**config.mk**
```make
export PLATFORM = sky130hd
export DESIGN_NAME = led_strip_animation_engine
export DESIGN_NICKNAME = d
export VERILOG_FILES = /design/src/design/lsae_pkg.sv /design/src/design/lsae_ctrl.sv /design/src/design/lsae_dp.sv /design/src/design/led_strip_animation_engine.sv
export SDC_FILE = /design/constraint.sdc
export NUM_CORES = 2
export LEC_CHECK = 0
export BUFFER_PORTS_ARGS = -buffer_cell sky130_fd_sc_hd__buf_2
export CAP_MARGIN = 30
export CORE_UTILIZATION = 35
export CTS_CLUSTER_SIZE = 8
export DETAILED_ROUTE_END_ITERATION = 6
export HOLD_SLACK_MARGIN = 0.1
export PLACE_DENSITY_LB_ADDON = 0.12
export SLEW_MARGIN = 5
export SYNTH_ARGS = -nofsm -noshare
export SYNTH_HDL_FRONTEND = slang
export SYNTH_SLANG_ARGS = --single-unit
```
**constraint.sdc**
```tcl
create_clock -name clk -period 27.1 [get_ports clk]
set_input_delay 1.355 -clock clk [delete_from_list [all_inputs] [get_ports clk]]
set_output_delay 1.355 -clock clk [all_outputs]
set_load 0.02 [all_outputs]
```
**src/design/lsae_pkg.sv**
```systemverilog
package lsae_pkg;

  // Command codes carried in the cmd field
  localparam logic [2:0] CMD_TICK   = 3'd0;
  localparam logic [2:0] CMD_START  = 3'd1;
  localparam logic [2:0] CMD_STOP   = 3'd2;
  localparam logic [2:0] CMD_COLOR  = 3'd3;
  localparam logic [2:0] CMD_BRIGHT = 3'd4;
  localparam logic [2:0] CMD_FADE   = 3'd5;

  // Animation modes
  localparam logic [2:0] MODE_NONE    = 3'd0;
  localparam logic [2:0] MODE_BREATH  = 3'd1;
  localparam logic [2:0] MODE_BLINK   = 3'd2;
  localparam logic [2:0] MODE_PULSE   = 3'd3;
  localparam logic [2:0] MODE_WAVE    = 3'd4;
  localparam logic [2:0] MODE_FADEIN  = 3'd5;
  localparam logic [2:0] MODE_FADEOUT = 3'd6;
  localparam logic [2:0] MODE_ROTATE  = 3'd7;

  // Configuration register indexes
  localparam logic [2:0] CFG_MODE     = 3'd0;
  localparam logic [2:0] CFG_RGB      = 3'd1;
  localparam logic [2:0] CFG_DURATION = 3'd2;
  localparam logic [2:0] CFG_PERIOD   = 3'd3;
  localparam logic [2:0] CFG_INTENS   = 3'd4;
  localparam logic [2:0] CFG_LOOP     = 3'd5;
  localparam logic [2:0] CFG_FSTEP    = 3'd6;

  localparam int DEF_PIXELS     = 16;
  localparam int DEF_BRIGHTNESS = 128;
  localparam logic [31:0] REFRESH_MS = 32'd20;

  localparam logic [63:0] PI_OVER_128_Q30 = 64'd26353589;
  localparam logic [63:0] ONE_Q30         = 64'd1073741824;

  typedef struct packed {
    logic [2:0]  cmd;
    logic [31:0] now_ms;
    logic [7:0]  level;
    logic [23:0] color;
  } in_item_t;

  typedef struct packed {
    logic [5:0] pixel_index;
    logic [7:0] red;
    logic [7:0] green;
    logic [7:0] blue;
    logic [7:0] global_level;
    logic       last;
  } out_item_t;

  typedef enum logic [2:0] {
    ST_IDLE, ST_EXEC, ST_FILL, ST_RBRT, ST_RWR, ST_EMIT
  } state_t;

  typedef enum logic [1:0] {
    SEL_SCALE, SEL_RAW, SEL_ZERO
  } sel_t;

  // Controller to datapath
  typedef struct packed {
    logic item_load;
    logic exec;
    logic idx_clr;
    logic idx_inc;
    logic fill_wr;
    logic rend_calc;
    logic rend_wr;
    logic emit_load;
  } dp_cmd_t;

  // Datapath to controller
  typedef struct packed {
    logic fill;
    logic render;
    logic refresh;
    logic emit_pend;
    logic idx_last;
    logic out_free;
  } dp_stat_t;

  typedef logic [15:0] sine_rom_t [256];

  // sin(k*pi/128) in Q30 by a Taylor series, k in 0..64
  function automatic logic [63:0] sin_q30(input int unsigned k);
    logic [63:0] a;
    logic [63:0] a2;
    logic [63:0] term;
    logic [63:0] sum;
    int j;
    a = 64'(k) * PI_OVER_128_Q30;
    a2 = (a * a) >> 30;
    term = a;
    sum = a;
    for (j = 1; j <= 6; j++) begin
      term = ((term * a2) >> 30) / 64'((2 * j) * (2 * j + 1));
      if ((j & 1) != 0) sum = sum - term;
      else sum = sum + term;
    end
    if (sum > ONE_Q30) sum = ONE_Q30;
    return sum;
  endfunction

  // Unsigned Q0.16 sine table, evaluated at elaboration
  function automatic sine_rom_t build_sine();
    sine_rom_t t;
    int unsigned p;
    int unsigned idx;
    int unsigned m;
    logic [63:0] s;
    logic [63:0] v;
    logic [63:0] q;
    for (p = 0; p < 256; p++) begin
      idx = p & 127;
      m = (idx <= 64) ? idx : 128 - idx;
      s = sin_q30(m);
      v = ((p & 128) != 0) ? (ONE_Q30 - s) : (ONE_Q30 + s);
      q = (v + 64'd16384) >> 15;
      if (q > 64'd65535) q = 64'd65535;
      t[p] = q[15:0];
    end
    return t;
  endfunction

  localparam sine_rom_t SINE_ROM = build_sine();

  // floor(c * b / 255) per component
  function automatic logic [23:0] scale_rgb(input logic [23:0] rgb, input logic [7:0] b);
    logic [15:0] x;
    logic [16:0] y;
    logic [23:0] r;
    int k;
    r = '0;
    for (k = 0; k < 3; k++) begin
      x = 16'(rgb[k*8 +: 8]) * 16'(b);
      y = 17'(x) + 17'(x[15:8]) + 17'd1;
      r[k*8 +: 8] = y[15:8];
    end
    return r;
  endfunction

endpackage

```
**src/design/lsae_ctrl.sv**
```systemverilog
module lsae_ctrl (
  input  logic               clk,
  input  logic               rst,
  input  logic               in_valid,
  output logic               in_ready,
  input  lsae_pkg::dp_stat_t stat,
  output lsae_pkg::dp_cmd_t  cmd
);
  import lsae_pkg::*;

  state_t state;
  state_t state_next;

  always_ff @(posedge clk) begin
    if (rst) state <= ST_IDLE;
    else state <= state_next;
  end

  // Next state
  always_comb begin
    state_next = state;
    case (state)
      ST_IDLE: if (in_valid) state_next = ST_EXEC;
      ST_EXEC: begin
        if (stat.fill) state_next = ST_FILL;
        else if (stat.render) state_next = ST_RBRT;
        else if (stat.refresh) state_next = ST_EMIT;
        else state_next = ST_IDLE;
      end
      ST_FILL: if (stat.idx_last) state_next = ST_IDLE;
      ST_RBRT: state_next = ST_RWR;
      ST_RWR: begin
        if (stat.idx_last) state_next = stat.emit_pend ? ST_EMIT : ST_IDLE;
        else state_next = ST_RBRT;
      end
      ST_EMIT: if (stat.out_free && stat.idx_last) state_next = ST_IDLE;
      default: state_next = ST_IDLE;
    endcase
  end

  // Outputs
  always_comb begin
    cmd = '0;
    in_ready = 1'b0;
    case (state)
      ST_IDLE: begin
        in_ready = 1'b1;
        cmd.item_load = in_valid;
      end
      ST_EXEC: begin
        cmd.exec = 1'b1;
        cmd.idx_clr = 1'b1;
      end
      ST_FILL: begin
        cmd.fill_wr = 1'b1;
        cmd.idx_inc = 1'b1;
      end
      ST_RBRT: cmd.rend_calc = 1'b1;
      ST_RWR: begin
        cmd.rend_wr = 1'b1;
        cmd.idx_inc = 1'b1;
      end
      ST_EMIT: begin
        cmd.emit_load = stat.out_free;
        cmd.idx_inc = stat.out_free;
      end
      default: cmd = '0;
    endcase
  end

endmodule

```
**src/design/lsae_dp.sv**
```systemverilog
module lsae_dp #(
  parameter int PIXELS           = lsae_pkg::DEF_PIXELS,
  parameter int RESET_BRIGHTNESS = lsae_pkg::DEF_BRIGHTNESS
) (
  input  logic                clk,
  input  logic                rst,
  input  lsae_pkg::in_item_t  in_data,
  input  logic                cfg_we,
  input  logic [2:0]          cfg_index,
  input  logic [23:0]         cfg_data,
  input  lsae_pkg::dp_cmd_t   cmd,
  output lsae_pkg::dp_stat_t  stat,
  output logic                out_valid,
  input  logic                out_ready,
  output lsae_pkg::out_item_t out_data
);
  import lsae_pkg::*;

  localparam int IW = $clog2(PIXELS);
  localparam logic [IW-1:0] CENTER = IW'(PIXELS / 2);
  localparam logic [IW-1:0] LAST_IDX = IW'(PIXELS - 1);

  in_item_t    item;
  logic [2:0]  mode;
  logic [23:0] primary;
  logic [15:0] duration;
  logic [15:0] period;
  logic [7:0]  intens;
  logic        loop_en;
  logic [7:0]  fstep;

  logic [23:0] fb [PIXELS];
  logic [7:0]  cur_level;
  logic [7:0]  tgt_level;
  logic        fading;
  logic        animating;
  logic [31:0] start_stamp;
  logic [31:0] last_frame_stamp;
  logic [31:0] frame_count;
  logic [31:0] last_refresh_stamp;
  logic [IW-1:0] pos;
  logic        half;
  logic [3:0]  blink_cnt;
  logic        blink_ph;
  logic        emit_pend;
  logic [IW-1:0] idx;
  logic [7:0]  bright;
  sel_t        sel;

  logic        is_tick;
  logic        anim_end;
  logic        frame_due;
  logic        refresh_due;
  logic        frame_step;

  // Timing checks on the held item
  assign is_tick     = (item.cmd == CMD_TICK);
  assign anim_end    = !loop_en && ((item.now_ms - start_stamp) >= {16'd0, duration});
  assign frame_due   = (item.now_ms - last_frame_stamp) >= {16'd0, period};
  assign refresh_due = (item.now_ms - last_refresh_stamp) >= REFRESH_MS;
  assign frame_step  = is_tick && animating && !anim_end && frame_due;

  assign stat.fill      = (item.cmd == CMD_COLOR);
  assign stat.render    = frame_step && (mode != MODE_NONE);
  assign stat.refresh   = is_tick && refresh_due;
  assign stat.emit_pend = emit_pend;
  assign stat.idx_last  = (idx == LAST_IDX);
  assign stat.out_free  = !out_valid || out_ready;

  // Configuration registers
  always_ff @(posedge clk) begin
    if (rst) begin
      mode <= MODE_NONE;
      primary <= '0;
      duration <= 16'd1000;
      period <= 16'd50;
      intens <= 8'd255;
      loop_en <= 1'b0;
      fstep <= 8'd5;
    end else if (cfg_we) begin
      case (cfg_index)
        CFG_MODE:     mode <= cfg_data[2:0];
        CFG_RGB:      primary <= cfg_data;
        CFG_DURATION: duration <= cfg_data[15:0];
        CFG_PERIOD:   period <= cfg_data[15:0];
        CFG_INTENS:   intens <= cfg_data[7:0];
        CFG_LOOP:     loop_en <= cfg_data[0];
        CFG_FSTEP:    fstep <= cfg_data[7:0];
        default: ;
      endcase
    end
  end

  // Held command
  always_ff @(posedge clk) begin
    if (cmd.item_load) item <= in_data;
  end

  // Brightness fade one step toward target
  logic [7:0] fade_level;
  logic       fade_done;
  always_comb begin
    fade_level = cur_level;
    fade_done = 1'b0;
    if (cur_level < tgt_level) begin
      fade_level = ({1'b0, cur_level} + 9'd2 > {1'b0, tgt_level}) ? tgt_level : cur_level + 8'd2;
    end else if (cur_level > tgt_level) begin
      fade_level = ({1'b0, cur_level} < {1'b0, tgt_level} + 9'd2) ? tgt_level : cur_level - 8'd2;
    end else begin
      fade_done = 1'b1;
    end
  end

  // Command execution and animation timing
  always_ff @(posedge clk) begin
    if (rst) begin
      cur_level <= 8'(RESET_BRIGHTNESS);
      tgt_level <= 8'(RESET_BRIGHTNESS);
      fading <= 1'b0;
      animating <= 1'b0;
      start_stamp <= '0;
      last_frame_stamp <= '0;
      frame_count <= '0;
      last_refresh_stamp <= '0;
      pos <= '0;
      half <= 1'b0;
      blink_cnt <= '0;
      blink_ph <= 1'b0;
      emit_pend <= 1'b0;
    end else if (cmd.exec) begin
      emit_pend <= 1'b0;
      case (item.cmd)
        CMD_TICK: begin
          if (fading) begin
            cur_level <= fade_level;
            if (fade_done) fading <= 1'b0;
          end
          if (animating && anim_end) animating <= 1'b0;
          if (frame_step) begin
            last_frame_stamp <= item.now_ms;
            frame_count <= frame_count + 32'd1;
            half <= ~half;
            if (half) pos <= (pos == LAST_IDX) ? '0 : pos + 1'b1;
            if (blink_cnt == 4'd9) begin
              blink_cnt <= '0;
              blink_ph <= ~blink_ph;
            end else begin
              blink_cnt <= blink_cnt + 4'd1;
            end
          end
          if (refresh_due) begin
            last_refresh_stamp <= item.now_ms;
            emit_pend <= 1'b1;
          end
        end
        CMD_START: begin
          start_stamp <= item.now_ms;
          last_frame_stamp <= '0;
          frame_count <= '0;
          pos <= '0;
          half <= 1'b0;
          blink_cnt <= '0;
          blink_ph <= 1'b0;
          animating <= 1'b1;
        end
        CMD_STOP, CMD_COLOR: animating <= 1'b0;
        CMD_BRIGHT: begin
          cur_level <= item.level;
          tgt_level <= item.level;
          fading <= 1'b0;
        end
        CMD_FADE: begin
          tgt_level <= item.level;
          fading <= 1'b1;
        end
        default: ;
      endcase
    end
  end

  // Pixel counter
  always_ff @(posedge clk) begin
    if (rst) idx <= '0;
    else if (cmd.idx_clr) idx <= '0;
    else if (cmd.idx_inc) idx <= (idx == LAST_IDX) ? '0 : idx + 1'b1;
  end

  // Per-pixel brightness through the shared multiplier
  logic [7:0]  phase;
  logic [15:0] mul_a;
  logic [7:0]  mul_b;
  logic [23:0] prod;
  logic [7:0]  wphase;
  logic [7:0]  wval;
  logic [IW-1:0] pdist;
  logic [10:0] drop;
  logic [7:0]  prog;
  logic [IW-1:0] rdist;
  logic [15:0] third;
  logic [7:0]  b_calc;
  sel_t        sel_calc;

  assign wphase = 8'({frame_count[5:0], 2'b00}) + 8'(8'(idx) * 8'd20);
  assign pdist  = (idx >= CENTER) ? idx - CENTER : CENTER - idx;
  assign drop   = 11'(pdist) * 11'd30;
  assign rdist  = (pos >= idx) ? pos - idx
                               : IW'(({1'b0, pos} + (IW+1)'(PIXELS)) - {1'b0, idx});
  assign third  = 16'(intens) * 16'd171;

  always_comb begin
    case (mode)
      MODE_BREATH: phase = {frame_count[4:0], 3'b000};
      MODE_PULSE:  phase = 8'(frame_count[7:0] * 8'd12);
      default:     phase = wphase;
    endcase
    if (mode == MODE_FADEIN || mode == MODE_FADEOUT) begin
      mul_a = {8'd0, frame_count[7:0]};
      mul_b = fstep;
    end else begin
      mul_a = SINE_ROM[phase];
      mul_b = intens;
    end
  end

  assign prod = 24'(mul_a) * 24'(mul_b);
  assign wval = prod[23:16];

  always_comb begin
    if (frame_count[31:8] != '0) prog = (fstep != '0) ? 8'd255 : 8'd0;
    else prog = (prod[15:0] > 16'd255) ? 8'd255 : prod[7:0];
  end

  always_comb begin
    b_calc = '0;
    sel_calc = SEL_SCALE;
    case (mode)
      MODE_BREATH, MODE_WAVE: b_calc = wval;
      MODE_BLINK: sel_calc = blink_ph ? SEL_ZERO : SEL_RAW;
      MODE_PULSE: b_calc = ({3'b000, wval} > drop) ? 8'({3'b000, wval} - drop) : 8'd0;
      MODE_FADEIN: b_calc = prog;
      MODE_FADEOUT: b_calc = 8'd255 - prog;
      MODE_ROTATE: begin
        if (rdist == '0) sel_calc = SEL_RAW;
        else if (rdist == IW'(1)) b_calc = {1'b0, intens[7:1]};
        else if (rdist == IW'(2)) b_calc = {1'b0, third[15:9]};
        else if (rdist == IW'(3)) b_calc = {2'b00, intens[7:2]};
        else sel_calc = SEL_ZERO;
      end
      default: sel_calc = SEL_ZERO;
    endcase
  end

  always_ff @(posedge clk) begin
    if (cmd.rend_calc) begin
      bright <= b_calc;
      sel <= sel_calc;
    end
  end

  // Color written for the current pixel
  logic [23:0] wcolor;
  always_comb begin
    case (sel)
      SEL_RAW:   wcolor = primary;
      SEL_SCALE: wcolor = scale_rgb(primary, bright);
      default:   wcolor = '0;
    endcase
  end

  // Frame buffer
  always_ff @(posedge clk) begin
    if (rst) begin
      for (int k = 0; k < PIXELS; k++) fb[k] <= '0;
    end else if (cmd.fill_wr) begin
      fb[idx] <= item.color;
    end else if (cmd.rend_wr) begin
      fb[idx] <= wcolor;
    end
  end

  // Output register
  always_ff @(posedge clk) begin
    if (rst) begin
      out_valid <= 1'b0;
    end else if (cmd.emit_load) begin
      out_valid <= 1'b1;
    end else if (out_ready) begin
      out_valid <= 1'b0;
    end
  end

  always_ff @(posedge clk) begin
    if (cmd.emit_load) begin
      out_data.pixel_index <= 6'(idx);
      out_data.red <= fb[idx][23:16];
      out_data.green <= fb[idx][15:8];
      out_data.blue <= fb[idx][7:0];
      out_data.global_level <= cur_level;
      out_data.last <= (idx == LAST_IDX);
    end
  end

endmodule

```
**src/design/led_strip_animation_engine.sv**
```systemverilog
// LED strip animation engine. Takes one timestamped command per input transfer
// and keeps an RGB frame buffer of PIXELS entries. A tick renders an animation
// frame when one is due (one brightness step through the shared multiplier and
// one scaled buffer write per pixel), then makes PIXELS output transfers when
// the 20 ms refresh is due. A set-color command sweeps the whole buffer. The
// next command is taken while the last pixel of a refresh still waits in the
// output register. Configuration writes are applied at once and should only be
// made while the block is idle.
module led_strip_animation_engine #(
  parameter int PIXELS           = lsae_pkg::DEF_PIXELS,
  parameter int RESET_BRIGHTNESS = lsae_pkg::DEF_BRIGHTNESS
) (
  input  logic                clk,
  input  logic                rst,
  input  logic                in_valid,
  output logic                in_ready,
  input  lsae_pkg::in_item_t  in_data,
  output logic                out_valid,
  input  logic                out_ready,
  output lsae_pkg::out_item_t out_data,
  input  logic                cfg_we,
  input  logic [2:0]          cfg_index,
  input  logic [23:0]         cfg_data
);
  import lsae_pkg::*;

  dp_cmd_t  cmd;
  dp_stat_t stat;

  lsae_ctrl u_ctrl (
    .clk      (clk),
    .rst      (rst),
    .in_valid (in_valid),
    .in_ready (in_ready),
    .stat     (stat),
    .cmd      (cmd)
  );

  lsae_dp #(
    .PIXELS           (PIXELS),
    .RESET_BRIGHTNESS (RESET_BRIGHTNESS)
  ) u_dp (
    .clk       (clk),
    .rst       (rst),
    .in_data   (in_data),
    .cfg_we    (cfg_we),
    .cfg_index (cfg_index),
    .cfg_data  (cfg_data),
    .cmd       (cmd),
    .stat      (stat),
    .out_valid (out_valid),
    .out_ready (out_ready),
    .out_data  (out_data)
  );

endmodule

```
==> impl_metrics.tcl <==
set metrics [dict create \
    finalPower_uw 3172 \
    htreeDepth 3 \
    relSlewSlack 0.3409 \
    wl_per_cell_um 21.36 \
    postSynthCellCount 5534 \
    synth.yosys.warnings 0 \
    synthXorXnorAreaFrac 0.02960 \
    max_clock_freq_mhz 86.30 \
    synth-main-ff-cell "edfxtp_1" \
    critPathCaptureType "register" \
    cts_made_buffers 105 \
    setup_viol 0 \
    muxShareOfSynthArea 0.06650 \
    synthArstFlopShare 0 \
    p_switching_uw 934.5 \
    dr.pass1.iters 7 \
    clockRootBuffer "clkbuf_16" \
    fin_crit_sh 0.4276 \
    finClkSkew_ns 0.07295 \
    crit_type "register to register" \
    nNetsFinal 6330 \
    yosysUniqueCellTypes 93 \
    regArea_mm2 0.01979 \
    synth_compound_area_frac 0.1246 \
    grt_max_degree 92 \
    dp_hpwl_um 112400 \
    peakVddDrop_mv 0.05355 \
    portBuffers 137 \
    synthAdderAreaFrac 0.1805 \
    final_util 0.3960 \
    clock_sinks 739 \
    path_max_fanout 53 \
    nFillCells 15020 \
    clockBufferDepth 3 \
    synth_top_cell_by_area "edfxtp_1" \
    synth_most_common_cell "nor2_1" \
    worstPathRequired_ns 27.64 \
    drc 0 \
    die_w_um 391.0 \
    antenna_cells 0 \
    cts_setup_buffers 0 \
    ant_nets 0 \
    setup_tns_ns 0 \
    internal_power_uw 2237 \
    hold_slack_ns 0.4522 \
    clk_latency_ns 0.74 \
    clkPwrFrac 0.398 \
    core_area_mm2 0.1500 \
    grt_first_pass_wirelength_um 250000 \
    wirelength_um 164100 \
    leakage_uw 0.02389 \
    pwr_density_cell_mw_per_mm2 53.41 \
    first_iter_violations 2840 \
    status "finished clean" \
    post_route_cells_drive_above_1_share 0.1022 \
    r2r_setup_slack_ns 15.51 \
    die_area_mm2 0.1529 \
    yosysSeqAreaShare 0.3734 \
    arrival_ns 12.13 \
    globalplace.congestion 0.8733 \
    multi_input_area_mm2 0.03025 \
    synth-seq-cells 739 \
    tightest_slew_ns 0.9887 \
    synthTopCellsByCount "nor2_1, nand2_1, edfxtp_1, inv_1, ha_1" \
    die_y_um 391.0 \
    critPathSlowestCell "dfxtp_4" \
    start_kind "register" \
    synth_edf_count 498 \
    gr-total-overflow 0 \
    antenna_found_initial 9 \
    grt_pass1_vias 40480 \
    via_per_inst 5.266 \
    synth-simple-area-share 0.1676 \
    hold_viol_final 0 \
    areaGrowthSynthToFinish_pct 12.13 \
    cts_tree "yes" \
    syn_avg_cell_area_um2 9.571 \
    slowest_delay_ns 0.91 \
    synth_area_leaders "edfxtp_1, ha_1, dfxtp_1, fa_1, mux4_2" \
    cts_resized 0 \
    cap_violations 0 \
    ios 140 \
    pwr-share-comb 0.204 \
    synth_top_family_by_area "adder cells" \
    start_util 0.3532 \
    hold_path_class "register to register" \
    num_vias 40440 \
    maxSlewViolCount 0 \
    period_needed_ns 11.59 \
    cts-hold-fix-buffers 0 \
    p_sw_frac 0.2946 \
    synth_area_mm2 0.05297 \
    synth_top_area_frac 0.2823 \
    grt.total_usage 0.2142 \
    clkTransAtPathRegs_ns 0.05 \
    rows 142 \
    rsz0062_at_grt "false" \
    power_frac_seq 0.398 \
]
## power groups by stage
stage | Sequential (uW) | Clock [uW] | Combinational [uW]
CTS | 1260 | 1300 | 647
floorplan | 1270 | 0 | 468
detailed placement | 1290 | 0 | 641
finish | 1260 | 1260 | 646
global route | 1270 | 1340 | 726
global placement | 1290 | 0 | 639
## through the flow
stage,std cells,area [um^2],worst slack (ns)
6_report,7680,59390,15.51
5_1_grt,7680,59390,14.71
4_1_cts,7672,59220,15.68
3_5_place_dp,7498,56110,15.75
3_3_place_gp,7490,55940,15.73
2_1_floorplan,5535,52970,17.63
## worst paths after layout
kind / startpoint / end / cells past startpoint
worst min-delay path: u_dp.start_stamp[8] / u_dp.start_stamp[8] / 2
worst max-delay path: u_dp.idx[1] / u_dp.bright[5] / 40
worst min register to register: u_dp.start_stamp[8] / u_dp.start_stamp[8] / 2
worst max register to register: u_dp.idx[1] / u_dp.bright[5] / 40
## worst max-delay path, delay by kind of cell (launching register included)
family / cells / cell delay [ns]
mux: 1 / 0.17
compound gates: 15 / 4.10
simple gates: 6 / 1.15
fa+ha+maj: 10 / 4.02
buf+inv: 6 / 0.76
xor+xnor: 2 / 0.27
flops: 1 / 0.91
## per-layer routing
layer,wire [um],up-vias,global-route usage
li1,-,19420,-
met1,75780,19850,0.2957
met2,76240,998,0.3528
met3,8808,171,0.03095
met4,3218,4,0.04927
met5,19,-,0
## placed cells by master, fill, tap and decap left out, types with 14 or more instances in the layout
cell / n
mux4_2: 120
edfxtp_1: 498
o21bai_1: 28
a21o_1: 68
inv_1: 498
and2_1: 113
buf_4: 107
a22oi_1: 21
a211o_1: 28
clkbuf_1: 53
o21ai_0: 181
o31ai_1: 14
a211oi_1: 53
clkbuf_16: 106
nor2_1: 697
dfxtp_1: 237
or2_2: 20
o21a_1: 36
xor2_1: 76
nand4_1: 43
xnor2_1: 103
and3_1: 40
nand2b_1: 108
nor3_1: 69
nand2_1: 581
fa_1: 217
a2111oi_0: 18
nor4_1: 21
nor2b_1: 45
nand3_1: 87
a221oi_1: 14
or3_1: 57
ha_1: 417
o21ai_1: 20
mux2i_1: 74
a21oi_1: 334
o211ai_1: 43
buf_2: 137
a31oi_1: 29
nand2b_2: 16
## final cells by class
type                    instances  share of cell area
clock buffers                 163             0.04894
inverters                     501             0.03167
flip-flops and latches        739              0.3332
well taps                    2016             0.04247
multi-input cells            3990              0.5094
repair buffers                260             0.03086
clock inverters                11            0.003455
## state kept, by name, indices dropped and copies added (netlist names), 2 cells and up
register,flops
u_ctrl.state,3
u_dp.blink_cnt,4
u_dp.bright,8
u_dp.cur_level,8
u_dp.duration,16
u_dp.fb,384
u_dp.frame_count,32
u_dp.fstep,8
u_dp.idx,4
u_dp.intens,8
u_dp.item,67
u_dp.last_frame_stamp,32
u_dp.last_refresh_stamp,32
u_dp.mode,3
u_dp.out_data,37
u_dp.period,16
u_dp.pos,4
u_dp.primary,24
u_dp.sel,2
u_dp.start_stamp,32
u_dp.tgt_level,8
## cells by family after synthesis
kind of cell / Yosys count
mux: 201
compound gates: 1026
fa+ha+maj: 634
flops: 739
xor+xnor: 179
buf+inv: 806
simple gates: 1948
other cells: 1
Note: power is estimated with default switching activity, not from simulation.
